**src/sv/assert_macros.svh**
```systemverilog
// Assertion macros shared by the RTL.
// No dependencies.
`ifndef ASSERT_MACROS_SVH
`define ASSERT_MACROS_SVH
// implication checked at every rising clock edge, disabled in reset
`define AST_IMP(lbl, clk, rst_n, ante, cons) \
  lbl: assert property (@(posedge clk) disable iff (!rst_n) (ante) |-> (cons)) \
    else $error("assertion failed");
// next-cycle implication
`define AST_NXT(lbl, clk, rst_n, ante, cons) \
  lbl: assert property (@(posedge clk) disable iff (!rst_n) (ante) |=> (cons)) \
    else $error("assertion failed");
`endif

```
**src/sv/ibh_pkg.sv**
```systemverilog
// Package for the indexed binary heap: sizes, opcodes and status codes.
// No dependencies.
`default_nettype none
package ibh_pkg;
  localparam int CAPACITY_DEF   = 64;
  localparam int VALUE_BITS_DEF = 8;
  localparam int CNT_W_DEF      = $clog2(CAPACITY_DEF + 1);
  localparam int OPC_W = 2;
  localparam int STS_W = 2;
  localparam logic [OPC_W-1:0] OP_PUSH = 2'd0;
  localparam logic [OPC_W-1:0] OP_POP  = 2'd1;
  localparam logic [OPC_W-1:0] OP_TEST = 2'd2;
  localparam logic [OPC_W-1:0] OP_NOP  = 2'd3;
  localparam logic [STS_W-1:0] ST_OK   = 2'd0;
  localparam logic [STS_W-1:0] ST_EMPTY = 2'd1;
  localparam logic [STS_W-1:0] ST_FULL = 2'd2;
  localparam logic [STS_W-1:0] ST_DUP  = 2'd3;
endpackage
`default_nettype wire

```
**src/sv/ibh_if.sv**
```systemverilog
// Valid/ready channel interfaces for the heap's input, result and config ports.
// Depends on ibh_pkg.
`default_nettype none
interface ibh_in_if #(parameter int VALUE_BITS = ibh_pkg::VALUE_BITS_DEF);
  logic valid;
  logic ready;
  logic [ibh_pkg::OPC_W-1:0] opcode;
  logic [VALUE_BITS-1:0] value;
  modport source (output valid, opcode, value, input ready);
  modport sink (input valid, opcode, value, output ready);
endinterface

interface ibh_out_if #(parameter int VALUE_BITS = ibh_pkg::VALUE_BITS_DEF,
                       parameter int CNT_W = ibh_pkg::CNT_W_DEF);
  logic valid;
  logic ready;
  logic [VALUE_BITS-1:0] top_value;
  logic found;
  logic [ibh_pkg::STS_W-1:0] status;
  logic [CNT_W-1:0] count;
  logic is_empty;
  modport source (output valid, top_value, found, status, count, is_empty, input ready);
  modport sink (input valid, top_value, found, status, count, is_empty, output ready);
endinterface

interface ibh_cfg_if;
  logic valid;
  logic ready;
  logic data;
  modport source (output valid, data, input ready);
  modport sink (input valid, data, output ready);
endinterface
`default_nettype wire

```
**src/sv/indexed_binary_heap.sv**
```systemverilog
// Indexed binary heap priority queue: top level with sequencer and heap store.
// Depends on ibh_pkg, ibh_if and assert_macros.svh.
//
// Use: in_ch (sink) takes an item {opcode, value}: push, pop, test or no-op.
// out_ch (source) returns one result item per input item: popped value,
// found flag, status, count after the operation and empty flag. cfg_ch
// (sink) writes top_is_larger (1 = largest on top, reset 1); taken only
// while idle, and the stored heap is kept as it is under a new order.
// One item at a time: in_ch.ready is low from accept until the result has
// left. Test, no-op and refused items go from the decode state straight to
// the result. Push: the value is compared with its parent one level at a
// time on the way up, with one more step when it lands at the root. Pop:
// the top is read, the last entry becomes the moving value, and at each
// level it is compared with its children until it rests or reaches a leaf.
// Steps are set by the single read port on the heap store and the one
// shared compare unit. A stalled receiver holds the result and the block
// takes nothing new. Reset clears the presence bitmap, the count and the
// sequencer; the heap store needs no clearing as only slots below the count
// are read. No value-to-slot map is kept: no operation reads one.
`default_nettype none
`include "assert_macros.svh"
module indexed_binary_heap #(
  parameter int CAPACITY   = ibh_pkg::CAPACITY_DEF,
  parameter int VALUE_BITS = ibh_pkg::VALUE_BITS_DEF
) (
  input  wire logic clk,
  input  wire logic rst_n,
  ibh_in_if.sink    in_ch,
  ibh_out_if.source out_ch,
  ibh_cfg_if.sink   cfg_ch
);
  localparam int SLOT_W = $clog2(CAPACITY);
  localparam int CNT_W  = $clog2(CAPACITY + 1);
  localparam int SPAN   = 1 << VALUE_BITS;
  localparam int KID_W  = SLOT_W + 2;

  // sequencer states
  localparam logic [3:0] S_IDLE = 4'd0, S_DEC = 4'd1, S_UPCMP = 4'd2,
    S_PLACE = 4'd3, S_POPTOP = 4'd4, S_POPLAST = 4'd5, S_DNL = 4'd6,
    S_DNR = 4'd7, S_DNCMP = 4'd8, S_DNSW = 4'd9, S_OUT = 4'd10;

  logic [3:0] st_r;
  logic order_r;
  logic [CNT_W-1:0] cnt_r;
  logic [SPAN-1:0] present_r;
  logic [ibh_pkg::OPC_W-1:0] op_r;
  logic [VALUE_BITS-1:0] val_r;
  // pos_r: the hole the moving value cur_r will fill; par_r: its parent
  logic [SLOT_W-1:0] pos_r, par_r, kid_r, best_r;
  logic [VALUE_BITS-1:0] cur_r, kidv_r, bestv_r, top_r;
  logic has_r;
  logic [ibh_pkg::STS_W-1:0] sts_r;
  logic found_r;

  // heap store: one write and one registered read per cycle
  logic [VALUE_BITS-1:0] heap_mem [CAPACITY];
  logic [SLOT_W-1:0] rd_addr;
  logic [VALUE_BITS-1:0] rd_r;
  logic hw_en;
  logic [SLOT_W-1:0] hw_addr;
  logic [VALUE_BITS-1:0] hw_data;

  always_ff @(posedge clk) begin
    if (hw_en) heap_mem[hw_addr] <= hw_data;
    rd_r <= heap_mem[rd_addr];
  end

  // shared compare unit: a ranks above b
  logic [VALUE_BITS-1:0] ca, cb;
  logic above;
  assign above = order_r ? (ca > cb) : (ca < cb);

  always_comb begin
    ca = cur_r; cb = rd_r;
    case (st_r)
      S_DNCMP: begin
        ca = rd_r; cb = kidv_r;
      end
      S_DNSW: begin
        ca = bestv_r; cb = cur_r;
      end
      default: ;
    endcase
  end

  assign in_ch.ready  = (st_r == S_IDLE);
  assign cfg_ch.ready = (st_r == S_IDLE);
  assign out_ch.valid = (st_r == S_OUT);
  assign out_ch.top_value = top_r;
  assign out_ch.found = found_r;
  assign out_ch.status = sts_r;
  assign out_ch.count = cnt_r;
  assign out_ch.is_empty = (cnt_r == '0);

  logic push_ok, pop_ok;
  logic [ibh_pkg::STS_W-1:0] dec_sts;
  logic [CNT_W-1:0] last_c;
  logic [SLOT_W-1:0] up_par, dn_par, right_c;
  logic [SLOT_W:0] kid_c;
  logic kid_in, right_in;

  assign push_ok = (op_r == ibh_pkg::OP_PUSH) && (cnt_r != CNT_W'(CAPACITY))
                   && !present_r[val_r];
  assign pop_ok  = (op_r == ibh_pkg::OP_POP) && (cnt_r != '0);
  assign last_c  = cnt_r - CNT_W'(1);
  // parent of the new slot at cnt_r, and parent of par_r
  assign up_par  = SLOT_W'(last_c >> 1);
  assign dn_par  = SLOT_W'((par_r - SLOT_W'(1)) >> 1);
  // children of pos_r, checked against the live count
  assign kid_c    = {pos_r, 1'b1};
  assign kid_in   = KID_W'(kid_c) < KID_W'(cnt_r);
  assign right_in = (KID_W'(kid_c) + KID_W'(1)) < KID_W'(cnt_r);
  assign right_c  = SLOT_W'(kid_r + SLOT_W'(1));

  always_comb begin
    dec_sts = ibh_pkg::ST_OK;
    if (op_r == ibh_pkg::OP_PUSH) begin
      if (cnt_r == CNT_W'(CAPACITY)) dec_sts = ibh_pkg::ST_FULL;
      else if (present_r[val_r]) dec_sts = ibh_pkg::ST_DUP;
    end else if (op_r == ibh_pkg::OP_POP && cnt_r == '0) begin
      dec_sts = ibh_pkg::ST_EMPTY;
    end
  end

  // store port control: displaced values move into the hole, cur_r is
  // written once where it comes to rest
  always_comb begin
    rd_addr = '0;
    hw_en = 1'b0; hw_addr = pos_r; hw_data = cur_r;
    case (st_r)
      S_DEC: begin
        if (push_ok && cnt_r == '0) begin
          hw_en = 1'b1; hw_addr = '0; hw_data = val_r;
        end
        rd_addr = push_ok ? up_par : '0;
      end
      S_UPCMP: begin
        hw_en = 1'b1;
        hw_data = above ? rd_r : cur_r;
        rd_addr = dn_par;
      end
      S_PLACE: hw_en = 1'b1;
      S_POPTOP: rd_addr = last_c[SLOT_W-1:0];
      S_DNL: begin
        hw_en = !kid_in;
        rd_addr = kid_c[SLOT_W-1:0];
      end
      S_DNR: rd_addr = right_c;
      S_DNSW: begin
        hw_en = 1'b1;
        hw_data = above ? bestv_r : cur_r;
      end
      default: ;
    endcase
  end

  always_ff @(posedge clk) begin
    if (!rst_n) begin
      st_r <= S_IDLE;
      order_r <= 1'b1;
      cnt_r <= '0;
      present_r <= '0;
    end else begin
      if (cfg_ch.valid && cfg_ch.ready) order_r <= cfg_ch.data;
      case (st_r)
        S_IDLE: begin
          if (in_ch.valid) begin
            op_r <= in_ch.opcode; val_r <= in_ch.value;
            st_r <= S_DEC;
          end
        end
        S_DEC: begin
          top_r <= '0;
          found_r <= (op_r == ibh_pkg::OP_TEST) && present_r[val_r];
          sts_r <= dec_sts;
          if (push_ok) begin
            present_r[val_r] <= 1'b1;
            cnt_r <= cnt_r + CNT_W'(1);
            pos_r <= cnt_r[SLOT_W-1:0];
            par_r <= up_par;
            cur_r <= val_r;
            // first value goes straight to the root
            st_r <= (cnt_r == '0) ? S_OUT : S_UPCMP;
          end else if (pop_ok) begin
            st_r <= S_POPTOP;
          end else begin
            st_r <= S_OUT;
          end
        end
        S_UPCMP: begin
          // rd_r holds the parent value; one level per cycle
          if (above) begin
            pos_r <= par_r;
            par_r <= dn_par;
            if (par_r == '0) st_r <= S_PLACE;
          end else begin
            st_r <= S_OUT;
          end
        end
        S_PLACE: st_r <= S_OUT;
        S_POPTOP: begin
          top_r <= rd_r;
          present_r[rd_r] <= 1'b0;
          cnt_r <= last_c;
          st_r <= S_POPLAST;
        end
        S_POPLAST: begin
          // last entry becomes the moving value, hole at the root
          cur_r <= rd_r;
          pos_r <= '0;
          st_r <= (cnt_r == '0) ? S_OUT : S_DNL;
        end
        S_DNL: begin
          kid_r <= kid_c[SLOT_W-1:0];
          has_r <= right_in;
          st_r <= kid_in ? S_DNR : S_OUT;
        end
        S_DNR: begin
          kidv_r <= rd_r; best_r <= kid_r;
          st_r <= S_DNCMP;
        end
        S_DNCMP: begin
          // rd_r holds the right child when there is one
          if (has_r && above) begin
            best_r <= right_c; bestv_r <= rd_r;
          end else begin
            bestv_r <= kidv_r;
          end
          st_r <= S_DNSW;
        end
        S_DNSW: begin
          if (above) begin
            pos_r <= best_r;
            st_r <= S_DNL;
          end else begin
            st_r <= S_OUT;
          end
        end
        S_OUT: begin
          if (out_ch.ready) st_r <= S_IDLE;
        end
        default: st_r <= S_IDLE;
      endcase
    end
  end

  `AST_IMP(a_busy_not_ready, clk, rst_n, st_r != S_IDLE, !in_ch.ready)
  `AST_IMP(a_count_bound, clk, rst_n, 1'b1, cnt_r <= CNT_W'(CAPACITY))
  `AST_NXT(a_out_hold, clk, rst_n, out_ch.valid && !out_ch.ready, out_ch.valid && $stable(top_r))
endmodule
`default_nettype wire
```
**src/flat_wrapper.sv**
```systemverilog
// flat-port wrapper written by rule: the top's interface ports become plain ports
module indexed_binary_heap_flat 
#(
  parameter int CAPACITY   = ibh_pkg::CAPACITY_DEF,
  parameter int VALUE_BITS = ibh_pkg::VALUE_BITS_DEF
)
  (clk, rst_n, in_ch_valid, in_ch_opcode, in_ch_value, in_ch_ready, out_ch_valid, out_ch_top_value, out_ch_found, out_ch_status, out_ch_count, out_ch_is_empty, out_ch_ready, cfg_ch_valid, cfg_ch_data, cfg_ch_ready);
  ibh_in_if #(.VALUE_BITS(VALUE_BITS)) in_ch_i ();
  ibh_out_if #(.VALUE_BITS(VALUE_BITS)) out_ch_i ();
  ibh_cfg_if cfg_ch_i ();
  input  wire logic clk;
  input  wire logic rst_n;
  input wire logic [$bits(in_ch_i.valid)-1:0] in_ch_valid;
  input wire logic [$bits(in_ch_i.opcode)-1:0] in_ch_opcode;
  input wire logic [$bits(in_ch_i.value)-1:0] in_ch_value;
  output wire logic [$bits(in_ch_i.ready)-1:0] in_ch_ready;
  output wire logic [$bits(out_ch_i.valid)-1:0] out_ch_valid;
  output wire logic [$bits(out_ch_i.top_value)-1:0] out_ch_top_value;
  output wire logic [$bits(out_ch_i.found)-1:0] out_ch_found;
  output wire logic [$bits(out_ch_i.status)-1:0] out_ch_status;
  output wire logic [$bits(out_ch_i.count)-1:0] out_ch_count;
  output wire logic [$bits(out_ch_i.is_empty)-1:0] out_ch_is_empty;
  input wire logic [$bits(out_ch_i.ready)-1:0] out_ch_ready;
  input wire logic [$bits(cfg_ch_i.valid)-1:0] cfg_ch_valid;
  input wire logic [$bits(cfg_ch_i.data)-1:0] cfg_ch_data;
  output wire logic [$bits(cfg_ch_i.ready)-1:0] cfg_ch_ready;
  assign in_ch_i.valid = in_ch_valid;
  assign in_ch_i.opcode = in_ch_opcode;
  assign in_ch_i.value = in_ch_value;
  assign in_ch_ready = in_ch_i.ready;
  assign out_ch_valid = out_ch_i.valid;
  assign out_ch_top_value = out_ch_i.top_value;
  assign out_ch_found = out_ch_i.found;
  assign out_ch_status = out_ch_i.status;
  assign out_ch_count = out_ch_i.count;
  assign out_ch_is_empty = out_ch_i.is_empty;
  assign out_ch_i.ready = out_ch_ready;
  assign cfg_ch_i.valid = cfg_ch_valid;
  assign cfg_ch_i.data = cfg_ch_data;
  assign cfg_ch_ready = cfg_ch_i.ready;
  indexed_binary_heap #(.CAPACITY(CAPACITY), .VALUE_BITS(VALUE_BITS)) u_core (.clk(clk), .rst_n(rst_n), .in_ch(in_ch_i), .out_ch(out_ch_i), .cfg_ch(cfg_ch_i));
endmodule
```
**config.mk**
```make
export PLATFORM = sky130hd
export DESIGN_NAME = indexed_binary_heap_flat
export DESIGN_NICKNAME = d
export VERILOG_FILES = /design/src/sv/ibh_pkg.sv /design/src/sv/ibh_if.sv /design/src/sv/indexed_binary_heap.sv /design/src/flat_wrapper.sv
export VERILOG_INCLUDE_DIRS = /design/src /design/src/sv
export SDC_FILE = /design/constraint.sdc
export NUM_CORES = 1
export LEC_CHECK = 0
export BUFFER_PORTS_ARGS = -buffer_cell sky130_fd_sc_hd__clkbuf_2
export CAP_MARGIN = 0
export CELL_PAD_IN_SITES_DETAIL_PLACEMENT = 1
export CELL_PAD_IN_SITES_GLOBAL_PLACEMENT = 1
export CORE_ASPECT_RATIO = 2
export CORE_MARGIN = 5
export CORE_UTILIZATION = 45
export CTS_CLUSTER_SIZE = 25
export DETAILED_ROUTE_END_ITERATION = 12
export PLACE_DENSITY_LB_ADDON = 0.08
export SYNTH_ARGS = -nofsm -noshare
export SYNTH_HDL_FRONTEND = slang
export SYNTH_SLANG_ARGS = --single-unit
```
**constraint.sdc**
```tcl
create_clock -name clk -period 8.65 [get_ports clk]
set_input_delay 1.73 -clock clk [delete_from_list [all_inputs] [get_ports clk]]
set_output_delay 1.73 -clock clk [all_outputs]
set_load 0.05 [all_outputs]
```
== Word level (Yosys, flattened, before mapping) ==
Memories as Yosys holds them, arrays and structs flattened. A register that Yosys moved wholly into a read port is not among the register bits.
Index checks and enable logic that the tools add are counted.

* Bits in registers: 337
* RAM bits: 512
* Memories kept: 1

* Add/subtract/negate cells: 5
* Magnitude comparators: 8
* Equality and inequality tests: 21
* Multiplexer cells: 53
* Bitwise operators: 3
* Reduce and logical (&&, ||, !) cells: 35

{| class="wikitable"
|+ Memories
! name !! words !! bits a word !! read ports !! clocked after Yosys merged registers in !! write ports !! RTL line !! source
|-
| u_core.heap_mem || 64 || 8 || 1 || 1 || 1 || indexed_binary_heap.sv:56 || <nowiki>logic [VALUE_BITS-1:0] heap_mem [CAPACITY];</nowiki>
|}

{| class="wikitable"
|+ Operators with widths
! operator !! number
|-
| $pmux W256 S2 || 1
|-
| $and A256 B256 Y256 || 1
|-
| $mux W256 || 1
|-
| $not A256 Y256 || 1
|-
| $or A256 B256 Y256 || 1
|-
| $pmux W8 S2 || 4
|-
| $mux W6 || 9
|-
| $pmux W4 S11 || 1
|-
| $mux W4 || 10
|-
| $mux W8 || 5
|-
| $pmux W6 S5 || 1
|-
| $pmux W6 S2 || 2
|-
| $pmux W6 S4 || 1
|-
| $pmux W8 S3 || 1
|-
| $lt A8 B9 Y1 const B || 2
|-
| $demux W1 S8 || 2
|-
| $eq A4 B3 Y1 const B || 4
|-
| $ge A8 B1 Y1 const B || 2
|-
| $pmux W7 S2 || 1
|-
| $eq A4 B4 Y1 const B || 3
|-
| $reduce_and A2 Y1 || 6
|-
| $reduce_and A3 Y1 || 4
|-
| $logic_and A1 B1 Y1 || 10
|-
| $ne A2 B1 Y1 const B || 5
|-
| 33 further kinds || 47
|}

== Logic depth before layout (Yosys ltp) ==
Gate-level depths: netlist of run 1.

* Depth after elaboration: 9
* Depth in mapped cells: 20
* Mapped depth without buffers: 17

== Worst setup path after synthesis of run 1 ==
OpenSTA, ideal clock, no wires.

* Path type: register to register
* Start: reg u_core.val_r[0]
* End: mem u_core.heap_mem[0][2] (netlist bit), data pin
* Setup time: 0.366 ns
* Arrival: 3.925 ns
* Data required time: 8.284 ns
* Slack: 4.359 ns
* Stages on the path, launching flop included: 16
* Period minus slack after synthesis: 4.291 ns
* Path through: edfxtp_1 > buf_4 > buf_6 > buf_6 > buf_6 > mux2i_1 > a22oi_1 > a21oi_1 > nor4_1 > a211oi_4 > nand2_1 > a21o_1 > buf_6 > nor3_2 > o31ai_1 > a221o_1

* Longest elaborated chain between the ends: 7

{| class="wikitable"
|+ RTL lines
! what !! RTL line !! source
|-
| start: declaration || indexed_binary_heap.sv:47 || <nowiki>logic [VALUE_BITS-1:0] val_r;</nowiki>
|-
| start signal: assignment || indexed_binary_heap.sv:168 || <nowiki>op_r <= in_ch.opcode; val_r <= in_ch.value;</nowiki>
|-
| $bmux W1 S8 || indexed_binary_heap.sv:103 || <nowiki>&& !present_r[val_r];</nowiki>
|-
| $mux W1 (not written as such) || indexed_binary_heap.sv:103 ||
|-
| $logic_not A1 Y1 || indexed_binary_heap.sv:103 ||
|-
| $logic_and A1 B1 Y1 || indexed_binary_heap.sv:103 ||
|-
| $logic_and A1 B1 Y1 || indexed_binary_heap.sv:132 || <nowiki>if (push_ok && cnt_r == '0) begin</nowiki>
|-
| $mux W8 || indexed_binary_heap.sv:132 ||
|-
| $pmux W8 S3 || indexed_binary_heap.sv:130 || <nowiki>case (st_r)</nowiki>
|-
| named net u_core.hw_data[2] || indexed_binary_heap.sv:61 || <nowiki>logic [VALUE_BITS-1:0] hw_data;</nowiki>
|-
| end: declaration || indexed_binary_heap.sv:56 ||
|}

The timed path passes the listed nets, and every way through them passes these cells. The select of a mux whose other input is x is not followed.

== Final worst setup path of run 1 ==
* Start: reg u_core.val_r[0]
* End: mem u_core.heap_mem[47][1] (netlist bit), data pin

Same word-level chain as after synthesis.

==> metrics.md, run 1 <==
| Metric | Value |
|---|---|
| Finished Core Util | 49.8% |
| Worst Setup Path Type | reg2reg |
| Vias in the first global route | 30.5k |
| Die height | 421 um |
| Top Ports | 38 |
| Via-to-Cell Ratio | 6.29 |
| Worst Tran Pin Value | 1.30 ns |
| Post-synthesis xor/xnor area fraction | 0.577% |
| Net Sw Frac | 35.2% |
| Synth warn | 0 |
| TNS Setup | 0 ns |
| Net Switching | 4.19 mW |
| Highest clock rate | 0.151 GHz |
| Multi-input logic area | 14,000 um2 |
| Die area | 90,600 um2 |
| Hold-fix buffers at CTS | 0 |
| Distinct cells, synth | 80 |
| Data required time at the worst endpoint | 8.88 ns |
| Total detailed-routing wirelength | 140 mm |
| Flops & latches, synth | 857 |
| Final setup viols | 0 |
| Final worst path period need | 6.61 ns |
| H-tree Lvls | 3 |
| Largest net degree at the start of global routing | 103 |
| Sequential cell area | 23,000 um2 |
| Startpoint Class | flip-flop |
| Post-synth EDFFs | 581 |
| Dpl hpwl | 98.2 mm |
| Unrepaired setup endpoints after global routing | no |
| Post-cts sizing count | 0 |
| Root Buffer | clkbuf_16 |
| Status | finished, final reports clean |
| Die width | 215 um |
| Final hold viol count | 0 |
| Seq pwr share | 42.1% |
| Static leakage | 14.1 nW |
| Buffers on Ports | 37 |
| Adder-Cell Fraction of Synth Area | 0.857% |
| Core area | 83,700 um2 |
| Peak VDD IR | 0.251 mV |
| Wire per inst | 31.3 um |
| Nets | 3,400 |
| Starting Density | 45.3% |
| Initial antenna violation count | 2 |
| Sequential area share after synthesis | 60.5% |
| Slew margin rel. | 12.8% |
| Filler cells | 8,767 |
| Total iterations of the first detailed-routing run | 5 |
| Vias | 28.2k |
| Area grow syn2layout | 9.87% |
| Std-Cell Rows | 150 |
| Sink Count | 857 |
| Clk Latency, worst-skew pair | 0.68 ns |
| Syn_area_per_cell | 11.1 um2 |
| DRC viols | 0 |
| Tcrit/Tclk final | 76.4% |
| Maximum buffer depth of the clock tree | 3 |
| CP max FO | 67 |
| TritonCTS Buffers | 79 |
| Clock power share | 30.5% |
| Simple-Gate Fraction of Synth Area | 13.4% |
| Global Route Usage Sum | 30.3% |
| Clock-pin slew on the worst setup and hold paths | 0.07 ns |
| Dominant synthesized flop cell | edfxtp_1 |
| Skew final | 0.0307 ns |
| Most frequent cells in the layout | edfxtp_1, nand2_1, o21ai_0 |
| Synth Area in Compound Gates | 14.5% |
| Final Hold Slack | 0.478 ns |
| Cell Area, Synth | 38,000 um2 |
| Post-Syn Nets | 3,456 |
| Diodes inserted | 0 |
| Final Max Slew Viols | 0 |
| Hold Crit Class | reg2reg |
| Gr ovfl total | 0 |
| Worst Path Arrival | 6.83 ns |
| Placer Congestion | 0.912 |
| Commonest non-fill, non-tap cell in the layout | edfxtp_1 |
| Gate Count Post-Synth | 3,414 |
| Comb power frac | 27.4% |
| Main combinational cell family by area after synthesis | compound AO/OA/AOI/OAI gates |
| Power density cells | 286 nW/um2 |
| Setup bufs post-CTS | 0 |
| Share of cells above drive strength 1 | 8.71% |
| Async SR Flop Fraction | 0% |
| CTS tree | built |
| Initial DRC count | 2,034 |
| Max cap viols | 0 |
| Multiplexer area fraction after synthesis | 7.13% |
| Pint | 7.72 mW |
| Final ANT Viol Nets | 0 |
| First-pass GRT wire length | 203 mm |
| Critical Path Sink Type | flip-flop |
## layer usage
| metal | vias to the layer above | track usage (%) | wire length [um] |
|---|---|---|---|
| met5 | - | 0 | 27 |
| li1 | 12400 | - | - |
| met4 | 4 | 25.5 | 14100 |
| met2 | 926 | 57.5 | 75700 |
| met3 | 474 | 3.79 | 5520 |
| met1 | 14400 | 28.6 | 44800 |
## per-stage QoR
stage	std cells	instance area (um2)	worst slack [ns]	power, mW
after floorplan	3414	38000	4.36	7.02
after global placement	4341	39100	2.59	8.26
after detailed placement	4341	39100	2.35	8.37
after CTS	4485	41700	2.32	12.0
after global routing	4485	41700	1.98	12.3
final	4485	41700	2.04	11.9
## flip-flops by register name (all words and copies together), names as in the netlist, 2 cells and up
| name | count |
|---|---|
| u_core.out_ch.top_value | 8 |
| u_core.val_r | 8 |
| u_core.best_r | 6 |
| u_core.out_ch.status | 2 |
| u_core.kid_r | 5 |
| u_core.cur_r | 8 |
| u_core.heap_mem | 512 |
| u_core.rd_r | 8 |
| u_core.bestv_r | 8 |
| u_core.kidv_r | 8 |
| u_core.st_r | 4 |
| u_core.pos_r | 6 |
| u_core.out_ch.count | 7 |
| u_core.par_r | 6 |
| u_core.op_r | 2 |
| u_core.present_r | 256 |
## area by class of cell
type / instances / area share (%)
timing repair buffer: 99 / 1.66
clock inverter: 31 / 0.987
tap: 1064 / 3.19
inverter: 28 / 0.258
sequential: 857 / 55.1
multi-input combinational: 2293 / 33.5
clock buffer: 113 / 5.34
## worst max-delay path, stage by stage, from the launching register on
cell      delay [ns]
edfxtp_1        0.94
buf_12          0.41
mux2i_1         0.47
a22oi_1         0.28
nand3_1         0.19
nand4_1         0.16
a21oi_1         0.66
nand2_1         0.25
a21o_1          0.44
nor3_2          0.84
o31ai_1         0.39
a221o_4         0.70
## power by group through the flow
stage	Combinational (mW)	Clock [mW]	Sequential, mW
2_1_floorplan	1.97	0	5.06
6_report	3.26	3.64	5.02
4_1_cts	3.28	3.70	5.02
3_3_place_gp	3.16	0	5.10
5_1_grt	3.46	3.85	5.02
3_5_place_dp	3.26	0	5.10
## final timing paths
kind	startpoint	endpoint	cells after the start	slack, ns
setup / recovery	u_core.val_r[0]$_DFFE_PP_	u_core.heap_mem[47][1]$_DFFE_PP_	11	2.04
hold / removal	u_core.present_r[80]$_SDFFE_PN0P_	u_core.present_r[80]$_SDFFE_PN0P_	2	0.48
setup reg to reg	u_core.val_r[0]$_DFFE_PP_	u_core.heap_mem[47][1]$_DFFE_PP_	11	2.04
hold reg to reg	u_core.present_r[80]$_SDFFE_PN0P_	u_core.present_r[80]$_SDFFE_PN0P_	2	0.48
## cell families after synthesis
family / Yosys count
multiplexers: 238
XOR/XNOR: 25
AND/OR/NAND/NOR: 1120
adder cells (fa/ha/maj): 26
buffers and inverters: 264
flip-flops: 857
AO/OA/AOI/OAI: 884
## Yosys cell counts, types with 6 or more instances
master	n	area, um2
a211oi_1	16	120
a21boi_0	46	345
a21o_1	7	52.6
a21oi_1	182	911
a221o_1	9	90.1
a221oi_1	10	87.6
a222oi_1	7	70.1
a22oi_1	47	353
a311oi_1	13	114
a31oi_1	11	68.8
a32oi_1	56	490
and2_1	74	463
and3_1	39	244
and4_1	7	61.3
buf_1	15	56.3
buf_2	47	235
buf_4	11	82.6
buf_6	6	67.6
clkbuf_1	157	589
dfxtp_1	276	5530
edfxtp_1	581	17400
ha_1	26	325
inv_1	25	93.8
mux2_2	18	203
mux2i_1	196	1960
mux4_2	24	541
nand2_1	518	1940
nand2b_1	18	113
nand3_1	124	621
nand4_1	26	163
nor2_1	219	822
nor2b_1	29	181
nor3_1	24	120
nor4_1	10	62.6
o21a_1	72	541
o21ai_0	350	1750
o22ai_1	10	62.6
o32ai_1	6	52.6
xnor2_1	15	131
xor2_1	10	87.6
Power figures use the tool's default switching activity.
==> inputs of run 2 (changes only) <==
- clock period: 8.65 -> 6.12 ns (I/O delays scaled with it)
==> metrics.md, run 2 (synthesis gave the netlist of run 1 again) <==
| Metric | Value |
|---|---|
| Final setup viols | 0 |
| Most frequent cells in the layout | edfxtp_1, nand2_1, o21ai_0 |
| Peak VDD IR | 0.291 mV |
| Hold Crit Class | reg2reg |
| TNS Setup | 0 ns |
| Largest net degree at the start of global routing | 82 |
| First-pass GRT wire length | 210 mm |
| Final worst path period need | 5.66 ns |
| Vias in the first global route | 31.1k |
| Worst Tran Pin Value | 1.39 ns |
| TritonCTS Buffers | 81 |
| Buffers on Ports | 37 |
| Dpl hpwl | 103 mm |
| Largest register FFs | 512 |
| Hold-fix buffers at CTS | 0 |
| Setup bufs post-CTS | 0 |
| Final Max Slew Viols | 0 |
| Die area | 90,600 um2 |
| Placer Congestion | 0.973 |
| Final hold viol count | 0 |
| Sink Count | 857 |
| Via-to-Cell Ratio | 6.33 |
| Power density cells | 413 nW/um2 |
| Biggest regs | u_core.heap_mem x512, u_core.present_r x256 |
| Clock-pin slew on the worst setup and hold paths | 0.07 ns |
| Max cap viols | 0 |
| Unrepaired setup endpoints after global routing | no |
| Area grow syn2layout | 12.0% |
| Fin area | 42,500 um2 |
| Total detailed-routing wirelength | 145 mm |
| Startpoint Class | flip-flop |
| Global Route Usage Sum | 31.3% |
| Core area | 83,700 um2 |
| Data required time at the worst endpoint | 6.72 ns |
| Starting Density | 45.3% |
| Worst reg2reg path depth | 14 |
| Die width | 215 um |
| Root Buffer | clkbuf_16 |
| Top Ports | 38 |
| Share of cells above drive strength 1 | 10.9% |
| Initial antenna violation count | 7 |
| Dpl cell area | 39,700 um2 |
| Clk Latency, worst-skew pair | 0.69 ns |
| Maximum buffer depth of the clock tree | 3 |
| Initial DRC count | 2,082 |
| Static leakage | 14.5 nW |
| Worst Path Arrival | 6.26 ns |
| Total Power | 17.6 mW |
| Final ANT Viol Nets | 0 |
| CTS tree | built |
| H-tree Lvls | 3 |
| Skew final | 0.0399 ns |
| Tcrit/Tclk final | 92.5% |
| Gr ovfl total | 0 |
| Total iterations of the first detailed-routing run | 6 |
| Vias | 28.9k |
| Die height | 421 um |
| Nets | 3,471 |
| Status | finished, final reports clean |
| Filler cells | 8,792 |
| Worst Setup Path Type | reg2reg |
| Std-Cell Rows | 150 |
| Hold depth | 2 |
| Highest clock rate | 0.177 GHz |
| Biggest register | u_core.heap_mem |
| DRC viols | 0 |
| CP max FO | 43 |
| Post-cts sizing count | 0 |
| Slew margin rel. | 6.66% |
| Wire per inst | 31.7 um |
| Critical Path Sink Type | flip-flop |
| Commonest non-fill, non-tap cell in the layout | edfxtp_1 |
-- run 2: changes by cell type in the layout (fill, tap and decap cells not counted), moves of 3 or more --
cell,change
nor3_1,-3
clkbuf_16,+4
buf_4,+56
clkinv_4,-3
clkbuf_1,-12
buf_12,+13
nor3_2,+5
bufinv_16,+4
clkinv_1,+4
clkbuf_8,-6
clkinv_2,+13
-- run 2: final cells by class --
| type | count | area (um2) | share of cell area (%) |
|---|---|---|---|
| clock buffer | 100 | 2210 | 5.19 |
| multi-input combinational | 2293 | 13900 | 32.8 |
| sequential | 857 | 23000 | 54.0 |
| timing repair buffer | 168 | 1370 | 3.23 |
| tap | 1064 | 1330 | 3.13 |
| antenna | 1 | 2.50 | 0.00589 |
| clock inverter | 50 | 586 | 1.38 |
| inverter | 28 | 108 | 0.253 |
-- run 2: power breakdown --
group	internal (mW)	switching [mW]	total [mW]
logic	1.41	3.66	5.07
clock network	3.05	2.35	5.39
registers	6.88	0.210	7.09
total	11.3	6.22	17.6
-- run 2: per-layer routing --
metal / routed length, um / part of all wire (%) / global-route usage, % / vias to the layer above
li1: - / - / - / 12600
met1: 46700 / 32 / 29.7 / 14900
met2: 78700 / 54 / 59.9 / 941
met5: 13 / 0.0090 / 0 / -
met3: 5650 / 3.9 / 4.31 / 465
met4: 13600 / 9.4 / 24.5 / 2
-- run 2: worst paths after layout --
path / slack (ns) / start / endpoint
setup / recovery: 0.46 / u_core.val_r[1]$_DFFE_PP_ / u_core.rd_r[5]$_DFF_P_
hold / removal: 0.48 / u_core.present_r[39]$_SDFFE_PN0P_ / u_core.present_r[39]$_SDFFE_PN0P_
setup reg to reg: 0.46 / u_core.val_r[1]$_DFFE_PP_ / u_core.rd_r[5]$_DFF_P_
hold reg to reg: 0.48 / u_core.present_r[39]$_SDFFE_PN0P_ / u_core.present_r[39]$_SDFFE_PN0P_
-- run 2: through the flow --
stage	hold WS, ns	util (%)	setup WS [ns]	instances
after floorplan	0.406	-	1.83	3414
after global placement	0.458	47.4	0.787	4410
after detailed placement	0.467	47.4	0.704	4410
after CTS	0.477	50.8	0.646	4560
after global routing	0.493	50.8	0.621	4561
final	0.480	50.8	0.461	4561
-- run 2: worst max-delay path, stage by stage, from the launching register on --
cell	delay (ns)
edfxtp_1	0.46
nor2b_2	0.38
buf_4	0.37
a22oi_1	0.19
nand3_1	0.36
nand4_1	0.43
a21oi_1	0.72
a31oi_1	0.31
nand2_4	0.61
nor2_1	0.13
buf_4	0.26
a32oi_1	0.35
nand4_1	0.37
and4_1	0.44
nand4_1	0.15
